### src/rtl/core/pdc_pkg.sv
// shared types and constants for the pwm duty-cycle co2 capture block
// widths, register indexes, status codes and controller/datapath structs
// no dependencies
`timescale 1ns / 1ps

package pdc_pkg;

	localparam int COUNT_BITS = 21;

	localparam int FS_W       = 14;
	localparam int OFF_W      = 17;
	localparam int TO_W       = 21;
	localparam int WARM_W     = 26;
	localparam int ST_W       = 3;
	localparam int CFG_IDX_W  = 3;
	localparam int CFG_DATA_W = 26;

	// signed numerator and denominator widths
	localparam int NUM_W  = ((COUNT_BITS > OFF_W) ? COUNT_BITS : OFF_W) + 1;
	localparam int DEN_W  = ((COUNT_BITS + 1 > OFF_W) ? COUNT_BITS + 1 : OFF_W) + 1;
	localparam int PROD_W = FS_W + NUM_W - 1;
	localparam int DIV_CNT_W = $clog2(PROD_W + 1);
	localparam int CMP_W  = ((COUNT_BITS > TO_W) ? COUNT_BITS : TO_W) + 1;

	localparam logic [FS_W-1:0]   FULL_SCALE_RST    = FS_W'(5000);
	localparam logic [OFF_W-1:0]  HIGH_OFFSET_RST   = OFF_W'(2000);
	localparam logic [OFF_W-1:0]  PERIOD_OFFSET_RST = OFF_W'(4000);
	localparam logic [TO_W-1:0]   EDGE_TIMEOUT_RST  = TO_W'(1060000);
	localparam logic [WARM_W-1:0] WARMUP_TICKS_RST  = WARM_W'(60000000);

	localparam logic [CFG_IDX_W-1:0] CFG_FULL_SCALE    = 3'd0;
	localparam logic [CFG_IDX_W-1:0] CFG_HIGH_OFFSET   = 3'd1;
	localparam logic [CFG_IDX_W-1:0] CFG_PERIOD_OFFSET = 3'd2;
	localparam logic [CFG_IDX_W-1:0] CFG_EDGE_TIMEOUT  = 3'd3;
	localparam logic [CFG_IDX_W-1:0] CFG_WARMUP_TICKS  = 3'd4;

	localparam logic [ST_W-1:0] ST_OK       = 3'd0;
	localparam logic [ST_W-1:0] ST_NO_RISE  = 3'd1;
	localparam logic [ST_W-1:0] ST_NO_FALL  = 3'd2;
	localparam logic [ST_W-1:0] ST_LOW_LONG = 3'd3;
	localparam logic [ST_W-1:0] ST_DEGEN    = 3'd4;

	typedef struct packed {
		logic accept;
		logic div_start;
		logic load_out;
	} pdc_cmd_t;

	typedef struct packed {
		logic emit;
		logic need_div;
		logic div_busy;
		logic out_free;
	} pdc_sts_t;

endpackage

### src/rtl/core/pdc_if.sv
// valid/ready channel interfaces for pin samples and results
// depends on pdc_pkg
`timescale 1ns / 1ps

interface pdc_in_if;
	logic valid;
	logic ready;
	logic pin_level;

	modport source(output valid, output pin_level, input ready);
	modport sink(input valid, input pin_level, output ready);
endinterface

interface pdc_out_if;
	logic                        valid;
	logic                        ready;
	logic [pdc_pkg::FS_W-1:0]    ppm;
	logic [pdc_pkg::ST_W-1:0]    status;
	logic                        warming;

	modport source(output valid, output ppm, output status, output warming, input ready);
	modport sink(input valid, input ppm, input status, input warming, output ready);
endinterface

### src/rtl/core/pdc_div.sv
// restoring divider, one quotient bit per cycle
// depends on pdc_pkg
`timescale 1ns / 1ps

module pdc_div (
	input  logic                          clk,
	input  logic                          arst_n,
	input  logic                          start,
	input  logic [pdc_pkg::PROD_W-1:0]    dividend,
	input  logic [pdc_pkg::DEN_W-2:0]     divisor,
	output logic                          busy,
	output logic [pdc_pkg::PROD_W-1:0]    quotient
);

	localparam int PW = pdc_pkg::PROD_W;
	localparam int DW = pdc_pkg::DEN_W;

	logic [PW-1:0]                   quo_q;
	logic [DW-2:0]                   rem_q;
	logic [DW-2:0]                   den_q;
	logic [pdc_pkg::DIV_CNT_W-1:0]   cnt_q;
	logic                            busy_q;
	logic [DW-1:0]                   shifted;
	logic [DW-1:0]                   diff;
	logic                            fits;

	assign shifted = {rem_q, quo_q[PW-1]};
	assign diff    = shifted - {1'b0, den_q};
	assign fits    = shifted >= {1'b0, den_q};

	always_ff @(posedge clk or negedge arst_n) begin
		if (!arst_n) begin
			busy_q <= 1'b0;
			cnt_q  <= '0;
		end else if (start) begin
			busy_q <= 1'b1;
			cnt_q  <= pdc_pkg::DIV_CNT_W'(PW);
		end else if (busy_q) begin
			cnt_q <= cnt_q - 1'b1;
			if (cnt_q == pdc_pkg::DIV_CNT_W'(1)) begin
				busy_q <= 1'b0;
			end
		end
	end

	always_ff @(posedge clk) begin
		if (start) begin
			quo_q <= dividend;
			rem_q <= '0;
			den_q <= divisor;
		end else if (busy_q) begin
			quo_q <= {quo_q[PW-2:0], fits};
			rem_q <= fits ? diff[DW-2:0] : shifted[DW-2:0];
		end
	end

	assign busy     = busy_q;
	assign quotient = quo_q;

endmodule

### src/rtl/core/pdc_dp.sv
// datapath: config registers, edge and time counters, ppm arithmetic, output register
// depends on pdc_pkg and pdc_div
`timescale 1ns / 1ps

module pdc_dp (
	input  logic                              clk,
	input  logic                              arst_n,
	input  logic                              cfg_we,
	input  logic [pdc_pkg::CFG_IDX_W-1:0]     cfg_index,
	input  logic [pdc_pkg::CFG_DATA_W-1:0]    cfg_data,
	input  logic                              pin_level,
	input  pdc_pkg::pdc_cmd_t                 cmd,
	output pdc_pkg::pdc_sts_t                 sts,
	input  logic                              out_ready,
	output logic                              out_valid,
	output logic [pdc_pkg::FS_W-1:0]          ppm,
	output logic [pdc_pkg::ST_W-1:0]          status,
	output logic                              warming
);

	localparam int CB  = pdc_pkg::COUNT_BITS;
	localparam int NW  = pdc_pkg::NUM_W;
	localparam int DW  = pdc_pkg::DEN_W;
	localparam int PW  = pdc_pkg::PROD_W;
	localparam int CW  = pdc_pkg::CMP_W;
	localparam int WW  = pdc_pkg::WARM_W;
	localparam int FW  = pdc_pkg::FS_W;

	typedef enum logic [1:0] {
		PH_RISE = 2'd0,
		PH_HIGH = 2'd1,
		PH_LOW  = 2'd2
	} phase_t;

	logic [FW-1:0]               full_scale_q;
	logic [pdc_pkg::OFF_W-1:0]   high_offset_q;
	logic [pdc_pkg::OFF_W-1:0]   period_offset_q;
	logic [pdc_pkg::TO_W-1:0]    edge_timeout_q;
	logic [WW-1:0]               warmup_ticks_q;

	phase_t                      phase_q, phase_n;
	logic                        prev_q;
	logic [CB-1:0]               high_q, high_n;
	logic [CB-1:0]               low_q, low_n;
	logic [CB-1:0]               wait_q, wait_n;
	logic [WW-1:0]               warm_q, warm_n;

	logic                        rise, fall, timeout;
	logic [CB-1:0]               wait_inc;
	logic signed [NW-1:0]        num;
	logic signed [DW-1:0]        den;
	logic                        num_pos, den_pos;
	logic                        emit, need_div;
	logic [pdc_pkg::ST_W-1:0]    st;

	logic [NW-2:0]               num_s1;
	logic [DW-2:0]               den_s1;
	logic [pdc_pkg::ST_W-1:0]    st_s1;
	logic                        need_div_s1;
	logic                        warm_s1;

	logic [PW-1:0]               product;
	logic [PW-1:0]               quotient;
	logic                        div_busy;
	logic [FW-1:0]               ppm_clamped;

	logic                        out_valid_q;
	logic [FW-1:0]               ppm_q;
	logic [pdc_pkg::ST_W-1:0]    status_q;
	logic                        warming_q;

	// configuration
	always_ff @(posedge clk or negedge arst_n) begin
		if (!arst_n) begin
			full_scale_q    <= pdc_pkg::FULL_SCALE_RST;
			high_offset_q   <= pdc_pkg::HIGH_OFFSET_RST;
			period_offset_q <= pdc_pkg::PERIOD_OFFSET_RST;
			edge_timeout_q  <= pdc_pkg::EDGE_TIMEOUT_RST;
			warmup_ticks_q  <= pdc_pkg::WARMUP_TICKS_RST;
		end else if (cfg_we) begin
			unique case (cfg_index)
				pdc_pkg::CFG_FULL_SCALE:    full_scale_q    <= cfg_data[FW-1:0];
				pdc_pkg::CFG_HIGH_OFFSET:   high_offset_q   <= cfg_data[pdc_pkg::OFF_W-1:0];
				pdc_pkg::CFG_PERIOD_OFFSET: period_offset_q <= cfg_data[pdc_pkg::OFF_W-1:0];
				pdc_pkg::CFG_EDGE_TIMEOUT:  edge_timeout_q  <= cfg_data[pdc_pkg::TO_W-1:0];
				pdc_pkg::CFG_WARMUP_TICKS:  warmup_ticks_q  <= cfg_data[WW-1:0];
				default: ;
			endcase
		end
	end

	// per-item next state
	assign rise     = !prev_q && pin_level;
	assign fall     = prev_q && !pin_level;
	assign wait_inc = (wait_q != '1) ? wait_q + 1'b1 : wait_q;
	assign timeout  = CW'(wait_inc) >= CW'(edge_timeout_q);
	assign warm_n   = (warm_q != '1) ? warm_q + 1'b1 : warm_q;

	assign num     = NW'(high_q) - NW'(high_offset_q);
	assign den     = DW'(high_q) + DW'(low_q) - DW'(period_offset_q);
	assign num_pos = !num[NW-1] && (num != '0);
	assign den_pos = !den[DW-1] && (den != '0);

	always_comb begin
		phase_n  = phase_q;
		high_n   = high_q;
		low_n    = low_q;
		wait_n   = wait_q;
		emit     = 1'b0;
		need_div = 1'b0;
		st       = pdc_pkg::ST_OK;
		case (phase_q)
			PH_HIGH: begin
				if (fall) begin
					phase_n = PH_LOW;
					low_n   = CB'(1);
					wait_n  = '0;
				end else begin
					high_n = (high_q != '1) ? high_q + 1'b1 : high_q;
					wait_n = wait_inc;
					if (timeout) begin
						emit = 1'b1;
						st   = pdc_pkg::ST_NO_FALL;
					end
				end
			end
			PH_LOW: begin
				if (rise) begin
					emit    = 1'b1;
					phase_n = PH_RISE;
					wait_n  = '0;
					if (!den_pos) begin
						st = pdc_pkg::ST_DEGEN;
					end else begin
						need_div = num_pos;
					end
				end else begin
					low_n  = (low_q != '1) ? low_q + 1'b1 : low_q;
					wait_n = wait_inc;
					if (timeout) begin
						emit = 1'b1;
						st   = pdc_pkg::ST_LOW_LONG;
					end
				end
			end
			default: begin
				phase_n = PH_RISE;
				if (rise) begin
					phase_n = PH_HIGH;
					high_n  = CB'(1);
					low_n   = '0;
					wait_n  = '0;
				end else begin
					wait_n = wait_inc;
					if (timeout) begin
						emit = 1'b1;
						st   = pdc_pkg::ST_NO_RISE;
					end
				end
			end
		endcase
		if (emit && (st != pdc_pkg::ST_OK)) begin
			phase_n = PH_RISE;
			wait_n  = '0;
		end
	end

	always_ff @(posedge clk or negedge arst_n) begin
		if (!arst_n) begin
			phase_q <= PH_RISE;
			prev_q  <= 1'b1;
			high_q  <= '0;
			low_q   <= '0;
			wait_q  <= '0;
			warm_q  <= '0;
		end else if (cmd.accept) begin
			phase_q <= phase_n;
			prev_q  <= pin_level;
			high_q  <= high_n;
			low_q   <= low_n;
			wait_q  <= wait_n;
			warm_q  <= warm_n;
		end
	end

	// operands and result fields of the item in flight
	always_ff @(posedge clk) begin
		if (cmd.accept) begin
			num_s1      <= num[NW-2:0];
			den_s1      <= den[DW-2:0];
			st_s1       <= st;
			need_div_s1 <= need_div;
			warm_s1     <= warm_n < warmup_ticks_q;
		end
	end

	assign product = PW'(full_scale_q) * PW'(num_s1);

	pdc_div u_div (
		.clk      (clk),
		.arst_n   (arst_n),
		.start    (cmd.div_start),
		.dividend (product),
		.divisor  (den_s1),
		.busy     (div_busy),
		.quotient (quotient)
	);

	assign ppm_clamped = (quotient > PW'(full_scale_q)) ? full_scale_q : quotient[FW-1:0];

	// output register
	always_ff @(posedge clk or negedge arst_n) begin
		if (!arst_n) begin
			out_valid_q <= 1'b0;
		end else if (cmd.load_out) begin
			out_valid_q <= 1'b1;
		end else if (out_ready) begin
			out_valid_q <= 1'b0;
		end
	end

	always_ff @(posedge clk) begin
		if (cmd.load_out) begin
			ppm_q     <= ((st_s1 == pdc_pkg::ST_OK) && need_div_s1) ? ppm_clamped : '0;
			status_q  <= st_s1;
			warming_q <= warm_s1;
		end
	end

	assign sts.emit     = emit;
	assign sts.need_div = need_div;
	assign sts.div_busy = div_busy;
	assign sts.out_free = !out_valid_q || out_ready;

	assign out_valid = out_valid_q;
	assign ppm       = ppm_q;
	assign status    = status_q;
	assign warming   = warming_q;

endmodule

### src/rtl/core/pdc_ctrl.sv
// controller: sequences item acceptance, division and result hand-off
// depends on pdc_pkg
`timescale 1ns / 1ps

module pdc_ctrl (
	input  logic                   clk,
	input  logic                   arst_n,
	input  logic                   in_valid,
	output logic                   in_ready,
	input  pdc_pkg::pdc_sts_t      sts,
	output pdc_pkg::pdc_cmd_t      cmd
);

	typedef enum logic [1:0] {
		S_IDLE,
		S_DIV_START,
		S_DIV_RUN,
		S_PUT
	} state_t;

	state_t state_q;

	assign in_ready = (state_q == S_IDLE);

	always_comb begin
		cmd.accept    = (state_q == S_IDLE) && in_valid;
		cmd.div_start = (state_q == S_DIV_START);
		cmd.load_out  = (state_q == S_PUT) && sts.out_free;
	end

	always_ff @(posedge clk or negedge arst_n) begin
		if (!arst_n) begin
			state_q <= S_IDLE;
		end else begin
			unique case (state_q)
				S_IDLE: begin
					if (in_valid && sts.emit) begin
						state_q <= sts.need_div ? S_DIV_START : S_PUT;
					end
				end
				S_DIV_START: begin
					state_q <= S_DIV_RUN;
				end
				S_DIV_RUN: begin
					if (!sts.div_busy) begin
						state_q <= S_PUT;
					end
				end
				S_PUT: begin
					if (sts.out_free) begin
						state_q <= S_IDLE;
					end
				end
				default: state_q <= S_IDLE;
			endcase
		end
	end

endmodule

### src/rtl/core/pwm_duty_co2_capture.sv
// pwm duty-cycle co2 capture: a tick with no result leaves the block ready for the next;
// any other result is loaded into the output register and the next tick is taken only
// after that load; a reading that needs the divider first passes the divider start and
// run states; an unread result at the output delays both
// reset clears counters, phase and output valid and restores register defaults
// depends on pdc_pkg, pdc_if, pdc_div, pdc_dp, pdc_ctrl
`timescale 1ns / 1ps

module pwm_duty_co2_capture (
	input  logic                              clk,
	input  logic                              arst_n,
	input  logic                              cfg_we,
	input  logic [pdc_pkg::CFG_IDX_W-1:0]     cfg_index,
	input  logic [pdc_pkg::CFG_DATA_W-1:0]    cfg_data,
	pdc_in_if.sink                            sample,
	pdc_out_if.source                         result
);

	pdc_pkg::pdc_cmd_t cmd;
	pdc_pkg::pdc_sts_t sts;

	pdc_ctrl u_ctrl (
		.clk      (clk),
		.arst_n   (arst_n),
		.in_valid (sample.valid),
		.in_ready (sample.ready),
		.sts      (sts),
		.cmd      (cmd)
	);

	pdc_dp u_dp (
		.clk       (clk),
		.arst_n    (arst_n),
		.cfg_we    (cfg_we),
		.cfg_index (cfg_index),
		.cfg_data  (cfg_data),
		.pin_level (sample.pin_level),
		.cmd       (cmd),
		.sts       (sts),
		.out_ready (result.ready),
		.out_valid (result.valid),
		.ppm       (result.ppm),
		.status    (result.status),
		.warming   (result.warming)
	);

endmodule

### src/flat_wrapper.sv
// flat-port wrapper written by rule: the top's interface ports become plain ports
module pwm_duty_co2_capture_flat 
  (clk, arst_n, cfg_we, cfg_index, cfg_data, sample_valid, sample_pin_level, sample_ready, result_valid, result_ppm, result_status, result_warming, result_ready);
  pdc_in_if sample_i ();
  pdc_out_if result_i ();
  input  logic clk;
  input  logic arst_n;
  input  logic cfg_we;
  input  logic [pdc_pkg::CFG_IDX_W-1:0] cfg_index;
  input  logic [pdc_pkg::CFG_DATA_W-1:0] cfg_data;
  input wire logic [$bits(sample_i.valid)-1:0] sample_valid;
  input wire logic [$bits(sample_i.pin_level)-1:0] sample_pin_level;
  output wire logic [$bits(sample_i.ready)-1:0] sample_ready;
  output wire logic [$bits(result_i.valid)-1:0] result_valid;
  output wire logic [$bits(result_i.ppm)-1:0] result_ppm;
  output wire logic [$bits(result_i.status)-1:0] result_status;
  output wire logic [$bits(result_i.warming)-1:0] result_warming;
  input wire logic [$bits(result_i.ready)-1:0] result_ready;
  assign sample_i.valid = sample_valid;
  assign sample_i.pin_level = sample_pin_level;
  assign sample_ready = sample_i.ready;
  assign result_valid = result_i.valid;
  assign result_ppm = result_i.ppm;
  assign result_status = result_i.status;
  assign result_warming = result_i.warming;
  assign result_i.ready = result_ready;
  pwm_duty_co2_capture u_core (.clk(clk), .arst_n(arst_n), .cfg_we(cfg_we), .cfg_index(cfg_index), .cfg_data(cfg_data), .sample(sample_i), .result(result_i));
endmodule
### config.mk
export PLATFORM = sky130hd
export DESIGN_NAME = pwm_duty_co2_capture_flat
export DESIGN_NICKNAME = d
export VERILOG_FILES = /design/src/rtl/core/pdc_pkg.sv /design/src/rtl/core/pdc_if.sv /design/src/rtl/core/pdc_div.sv /design/src/rtl/core/pdc_dp.sv /design/src/rtl/core/pdc_ctrl.sv /design/src/rtl/core/pwm_duty_co2_capture.sv /design/src/flat_wrapper.sv
export SDC_FILE = /design/constraint.sdc
export NUM_CORES = 1
export LEC_CHECK = 0
export BUFFER_PORTS_ARGS = -buffer_cell sky130_fd_sc_hd__buf_4
export CAP_MARGIN = 20
export CORE_UTILIZATION = 60
export CTS_BUF_LIST = sky130_fd_sc_hd__clkbuf_16
export DETAILED_ROUTE_END_ITERATION = 7
export PLACE_DENSITY = 0.86
export RECOVER_POWER = 50
export SLEW_MARGIN = 15
export SYNTH_ARGS = -nofsm -noshare
export SYNTH_HDL_FRONTEND = slang
export SYNTH_SLANG_ARGS = --single-unit
### constraint.sdc
create_clock -name clk -period 8.5 [get_ports clk]
set_input_delay 1.7 -clock clk [delete_from_list [all_inputs] [get_ports clk]]
set_output_delay 1.7 -clock clk [all_outputs]
set_load 0.01 [all_outputs]
==> metrics.txt <==
# TYPE chip_impl_metric gauge
chip_impl_info{name="outcome",value="complete, but fails checks"} 1
chip_impl_info{name="violations_in_the_final_reports",value="capacitance limit, slew limit"} 1
chip_impl_metric{name="dp_hpwl",unit="um"} 53900
chip_impl_metric{name="number_of_top_level_design_ports",unit=""} 55
chip_impl_metric{name="drive_gt1_share",unit="%"} 7.33
chip_impl_info{name="synth_largest_area_cell",value="sky130_fd_sc_hd__fa_1"} 1
chip_impl_metric{name="core_region_area",unit="sq mm"} 0.0479
chip_impl_metric{name="fin_setup_tns",unit="ps"} 0
chip_impl_metric{name="num_antenna_cells",unit=""} 0
chip_impl_metric{name="final-setup-viol-count",unit=""} 0
chip_impl_metric{name="tightest_slew",unit="ps"} 5270
chip_impl_metric{name="rrSetupSlack",unit="ps"} 750
chip_impl_metric{name="finish.net_count",unit=""} 3610
chip_impl_metric{name="ctsHoldBuffers",unit=""} 0
chip_impl_metric{name="report.final.hold_viol_count",unit=""} 0
chip_impl_metric{name="postLayoutCellArea",unit="sq mm"} 0.0314
chip_impl_info{name="timing_worst_setup_path_type",value="flip-flop to flip-flop"} 1
chip_impl_metric{name="grt_util_all_layers",unit="%"} 30.5
chip_impl_info{name="tritoncts",value="done"} 1
chip_impl_metric{name="place_ws",unit="ps"} 919
chip_impl_info{name="tightest_hold_check_type",value="flip-flop to flip-flop"} 1
chip_impl_metric{name="areaGrowthSynthToFinish",unit="%"} 7.18
chip_impl_metric{name="cts.htree.levels",unit=""} 2
chip_impl_metric{name="numClockSinks",unit=""} 342
chip_impl_metric{name="max_clock_freq",unit="GHz"} 0.129
chip_impl_metric{name="post_route_core_utilization",unit="%"} 65.5
chip_impl_metric{name="crit_arrival",unit="ps"} 8040
chip_impl_metric{name="clock_latency",unit="ps"} 590
chip_impl_metric{name="placementRows",unit=""} 80
chip_impl_metric{name="number_of_warnings_reported_in_the_yosys_synthesis_log",unit=""} 0
chip_impl_metric{name="synthesis.area_per_instance",unit="sq um"} 9.48
chip_impl_metric{name="grt-ovfl-total",unit=""} 0
chip_impl_metric{name="die_w",unit="um"} 223
chip_impl_metric{name="pin_count_of_the_biggest_net_entering_global_routing",unit=""} 95
chip_impl_info{name="startpoint",value="u_core.u_dp.full_scale_q[6]"} 1
chip_impl_metric{name="initial_core_util",unit="%"} 61.1
chip_impl_metric{name="fillers",unit=""} 3644
chip_impl_info{name="setup.worst_path.start_class",value="flip-flop"} 1
chip_impl_metric{name="finalWeightedCongestion",unit=""} 1.00
chip_impl_metric{name="syn_inst_count",unit=""} 3091
chip_impl_info{name="r2r-end",value="u_core.u_dp.u_div.quotient[32]"} 1
chip_impl_info{name="crit_path_end_kind",value="flip-flop"} 1
chip_impl_metric{name="flip_flop_and_latch_count_after_synthesis",unit=""} 342
chip_impl_metric{name="number_of_antenna_violations_at_the_first_check_in_global_routing",unit=""} 1
chip_impl_metric{name="layout_setup_ws",unit="ps"} 753
chip_impl_metric{name="die_height",unit="um"} 223
chip_impl_metric{name="netlist.area_leader.share",unit="%"} 16.7
chip_impl_metric{name="fp.dieArea",unit="sq mm"} 0.0497
chip_impl_metric{name="asyncSetResetFlopFracSynth",unit="%"} 57.6
chip_impl_metric{name="path_clk_slew",unit="ps"} 60
chip_impl_metric{name="final_max_slew_viol_count",unit=""} 306
chip_impl_metric{name="largest_buffer_count_on_any_clock_path",unit=""} 3
chip_impl_metric{name="drt_drc_violations_left",unit=""} 0
chip_impl_info{name="holdCritStartpoint",value="u_core.u_dp.den_s1[10]"} 1
chip_impl_metric{name="critical_path_required",unit="ps"} 8800
chip_impl_metric{name="num_vias",unit=""} 22651
chip_impl_metric{name="timing.critical_path.fanout_max",unit=""} 23
chip_impl_metric{name="timing.final.crit_share",unit="%"} 91.1
chip_impl_metric{name="detail_route.wl_per_cell",unit="um"} 19.5
chip_impl_metric{name="syn_area",unit="sq mm"} 0.0293
chip_impl_metric{name="cts_setup_buffers",unit=""} 0
chip_impl_info{name="crit-reg2reg-launch",value="u_core.u_dp.full_scale_q[6]"} 1
chip_impl_metric{name="post_cts_resized",unit=""} 0
chip_impl_info{name="commonest_register_cell_after_synthesis",value="sky130_fd_sc_hd__dfrtp_1"} 1
chip_impl_metric{name="first_pass_grt_wire_length",unit="um"} 121000
chip_impl_metric{name="number_of_buffers_added_by_the_clock_tree_synthesis_step",unit=""} 39
chip_impl_metric{name="part_of_the_yosys_area_used_for_sequential_elements",unit="%"} 31.1
chip_impl_metric{name="hold-path-cell-count",unit=""} 0
chip_impl_metric{name="synth_edf_count",unit=""} 123
chip_impl_metric{name="number_of_distinct_standard_cells_referenced_by_the_synthesized_netlist",unit=""} 86
chip_impl_metric{name="postSynthNetCount",unit=""} 3607
chip_impl_metric{name="skew",unit="ps"} 43.3
chip_impl_metric{name="finalWirelength",unit="um"} 73000
chip_impl_info{name="rsz0062_at_grt",value="false"} 1
chip_impl_metric{name="port_buffers",unit=""} 54
chip_impl_metric{name="detailedRoute.firstPassIterationCount",unit=""} 5
chip_impl_metric{name="drv_cap",unit=""} 6
chip_impl_metric{name="dpl-instance-area",unit="sq mm"} 0.0302
chip_impl_metric{name="detail_route.vias_per_cell",unit=""} 6.06
chip_impl_metric{name="slew_headroom",unit="%"} -251
chip_impl_info{name="synth_top_cells_by_area",value="sky130_fd_sc_hd__fa_1, sky130_fd_sc_hd__dfrtp_1, sky130_fd_sc_hd__edfxtp_1"} 1
chip_impl_info{name="endpoint",value="u_core.u_dp.u_div.quotient[32]"} 1
chip_impl_metric{name="ff2ff_path_depth",unit=""} 22
chip_impl_metric{name="post_layout_min_period",unit="ps"} 7750
chip_impl_metric{name="drt_iter0_drc",unit=""} 1946
chip_impl_metric{name="first_global_vias",unit=""} 23598
chip_impl_metric{name="final_antenna_net_count",unit=""} 0
chip_impl_info{name="clock-root-buffer",value="sky130_fd_sc_hd__clkbuf_16"} 1
## worst max-delay path, cell delays in order, from the launching register on
cell and delay (ps):
sky130_fd_sc_hd__dfrtp_1 980, sky130_fd_sc_hd__nand2_1 170, sky130_fd_sc_hd__fa_1 530, sky130_fd_sc_hd__fa_1 520, sky130_fd_sc_hd__inv_1 50, sky130_fd_sc_hd__fa_1 480
sky130_fd_sc_hd__fa_1 520, sky130_fd_sc_hd__fa_1 550, sky130_fd_sc_hd__inv_1 60, sky130_fd_sc_hd__fa_1 550, sky130_fd_sc_hd__inv_1 60, sky130_fd_sc_hd__ha_1 370
sky130_fd_sc_hd__a21o_1 190, sky130_fd_sc_hd__a21oi_1 140, sky130_fd_sc_hd__o221ai_1 120, sky130_fd_sc_hd__a31o_2 280, sky130_fd_sc_hd__a21oi_1 240, sky130_fd_sc_hd__o21ai_0 260
sky130_fd_sc_hd__a2111o_1 480, sky130_fd_sc_hd__a31oi_1 260, sky130_fd_sc_hd__o21ai_0 190, sky130_fd_sc_hd__xor2_1 180, sky130_fd_sc_hd__mux2_2 280
## routing by layer
metal | up-vias | global-route usage [%] | share of wire, %
met4 | 2 | 15.2 | 5.5
met5 | - | 0 | 0.018
met2 | 982 | 51.7 | 48
li1 | 10241 | - | -
met1 | 11180 | 38.0 | 39
met3 | 246 | 4.58 | 7.0
## registers in the layout, summed over array words and instances (netlist names), 2 cells and up
| register | count |
|---|---|
| u_core.u_dp.u_div.quotient | 35 |
| u_core.u_dp.warm_q | 26 |
| u_core.u_dp.warmup_ticks_q | 26 |
| u_core.u_dp.den_s1 | 22 |
| u_core.u_dp.u_div.den_q | 22 |
| u_core.u_dp.u_div.rem_q | 22 |
| u_core.u_dp.edge_timeout_q | 21 |
| u_core.u_dp.high_q | 21 |
| u_core.u_dp.low_q | 21 |
| u_core.u_dp.num_s1 | 21 |
| u_core.u_dp.wait_q | 21 |
| u_core.u_dp.high_offset_q | 17 |
| u_core.u_dp.period_offset_q | 17 |
| u_core.u_dp.full_scale_q | 14 |
| u_core.u_dp.ppm | 14 |
| u_core.u_dp.u_div.cnt_q | 6 |
| u_core.u_dp.st_s1 | 3 |
| u_core.u_dp.status | 3 |
| u_core.u_ctrl.state_q | 2 |
| u_core.u_dp.phase_q | 2 |
## Yosys cell counts, types with 9 or more instances
cell / n
sky130_fd_sc_hd__a211oi_1: 25
sky130_fd_sc_hd__a21o_1: 49
sky130_fd_sc_hd__a21oi_1: 106
sky130_fd_sc_hd__a22o_1: 21
sky130_fd_sc_hd__and2_1: 140
sky130_fd_sc_hd__and3_1: 21
sky130_fd_sc_hd__buf_1: 10
sky130_fd_sc_hd__clkbuf_1: 95
sky130_fd_sc_hd__dfrtp_1: 163
sky130_fd_sc_hd__dfstp_2: 34
sky130_fd_sc_hd__dfxtp_1: 22
sky130_fd_sc_hd__edfxtp_1: 123
sky130_fd_sc_hd__fa_1: 244
sky130_fd_sc_hd__ha_1: 237
sky130_fd_sc_hd__inv_1: 474
sky130_fd_sc_hd__mux2_2: 68
sky130_fd_sc_hd__mux2i_1: 26
sky130_fd_sc_hd__nand2_1: 339
sky130_fd_sc_hd__nand2b_1: 27
sky130_fd_sc_hd__nand3_1: 64
sky130_fd_sc_hd__nand3b_1: 10
sky130_fd_sc_hd__nand4_1: 37
sky130_fd_sc_hd__nor2_1: 165
sky130_fd_sc_hd__nor2b_1: 23
sky130_fd_sc_hd__nor3_1: 43
sky130_fd_sc_hd__nor4_1: 29
sky130_fd_sc_hd__o211ai_1: 11
sky130_fd_sc_hd__o21a_1: 16
sky130_fd_sc_hd__o21ai_0: 132
sky130_fd_sc_hd__o21ai_1: 17
sky130_fd_sc_hd__o21bai_1: 13
sky130_fd_sc_hd__or3_1: 12
sky130_fd_sc_hd__or4_1: 9
sky130_fd_sc_hd__xnor2_1: 119
sky130_fd_sc_hd__xor2_1: 46
## cell usage in the layout, fill, tap and decap left out, drive strengths merged, types with 34 or more instances in the layout
cell,n
nand3,64
nor3,44
buf,47
xor2,46
a21o,49
inv,488
dfrtp,163
edfxtp,123
mux2,69
o21ai,150
ha,237
dfstp,34
clkbuf,62
fa,244
nor2,166
xnor2,119
nand4,37
and2,140
a21oi,106
nand2,339
## final cells by class
cell class	instances	area, sq um	area share, %
multi-input combinational	2166	18000	57.3
sequential	342	9110	29.0
tap	615	769	2.45
inverter	475	1780	5.67
clock buffer	39	976	3.11
clock inverter	33	315	1.00
timing repair buffer	70	452	1.44
## through the flow
stage / instances / hold WS (ps)
after global placement: 3667 / 404
after detailed placement: 3667 / 405
final: 3740 / 399
after CTS: 3739 / 400
after global routing: 3740 / 407
after floorplan: 3091 / 400
## worst min path at each step
stage          slack, ps                          end
2_1_floorplan        400   u_core.u_dp.u_div.den_q[0]
3_3_place_gp         400  u_core.u_dp.u_div.den_q[12]
3_5_place_dp         400  u_core.u_dp.u_div.den_q[15]
4_1_cts              400  u_core.u_dp.u_div.den_q[10]
5_1_grt              410  u_core.u_dp.u_div.den_q[10]
6_report             400  u_core.u_dp.u_div.den_q[10]
## cell families after synthesis
kind of cell	share of synthesized area, %
compound gates	10.3
xor+xnor	4.93
fa+ha+maj	26.8
buf+inv	7.48
flops	31.1
mux	3.54
simple gates	15.9
Power is left out: the tool's default activity adds up to more than one toggle a clock period on the data nets, which glitch-free logic cannot reach.
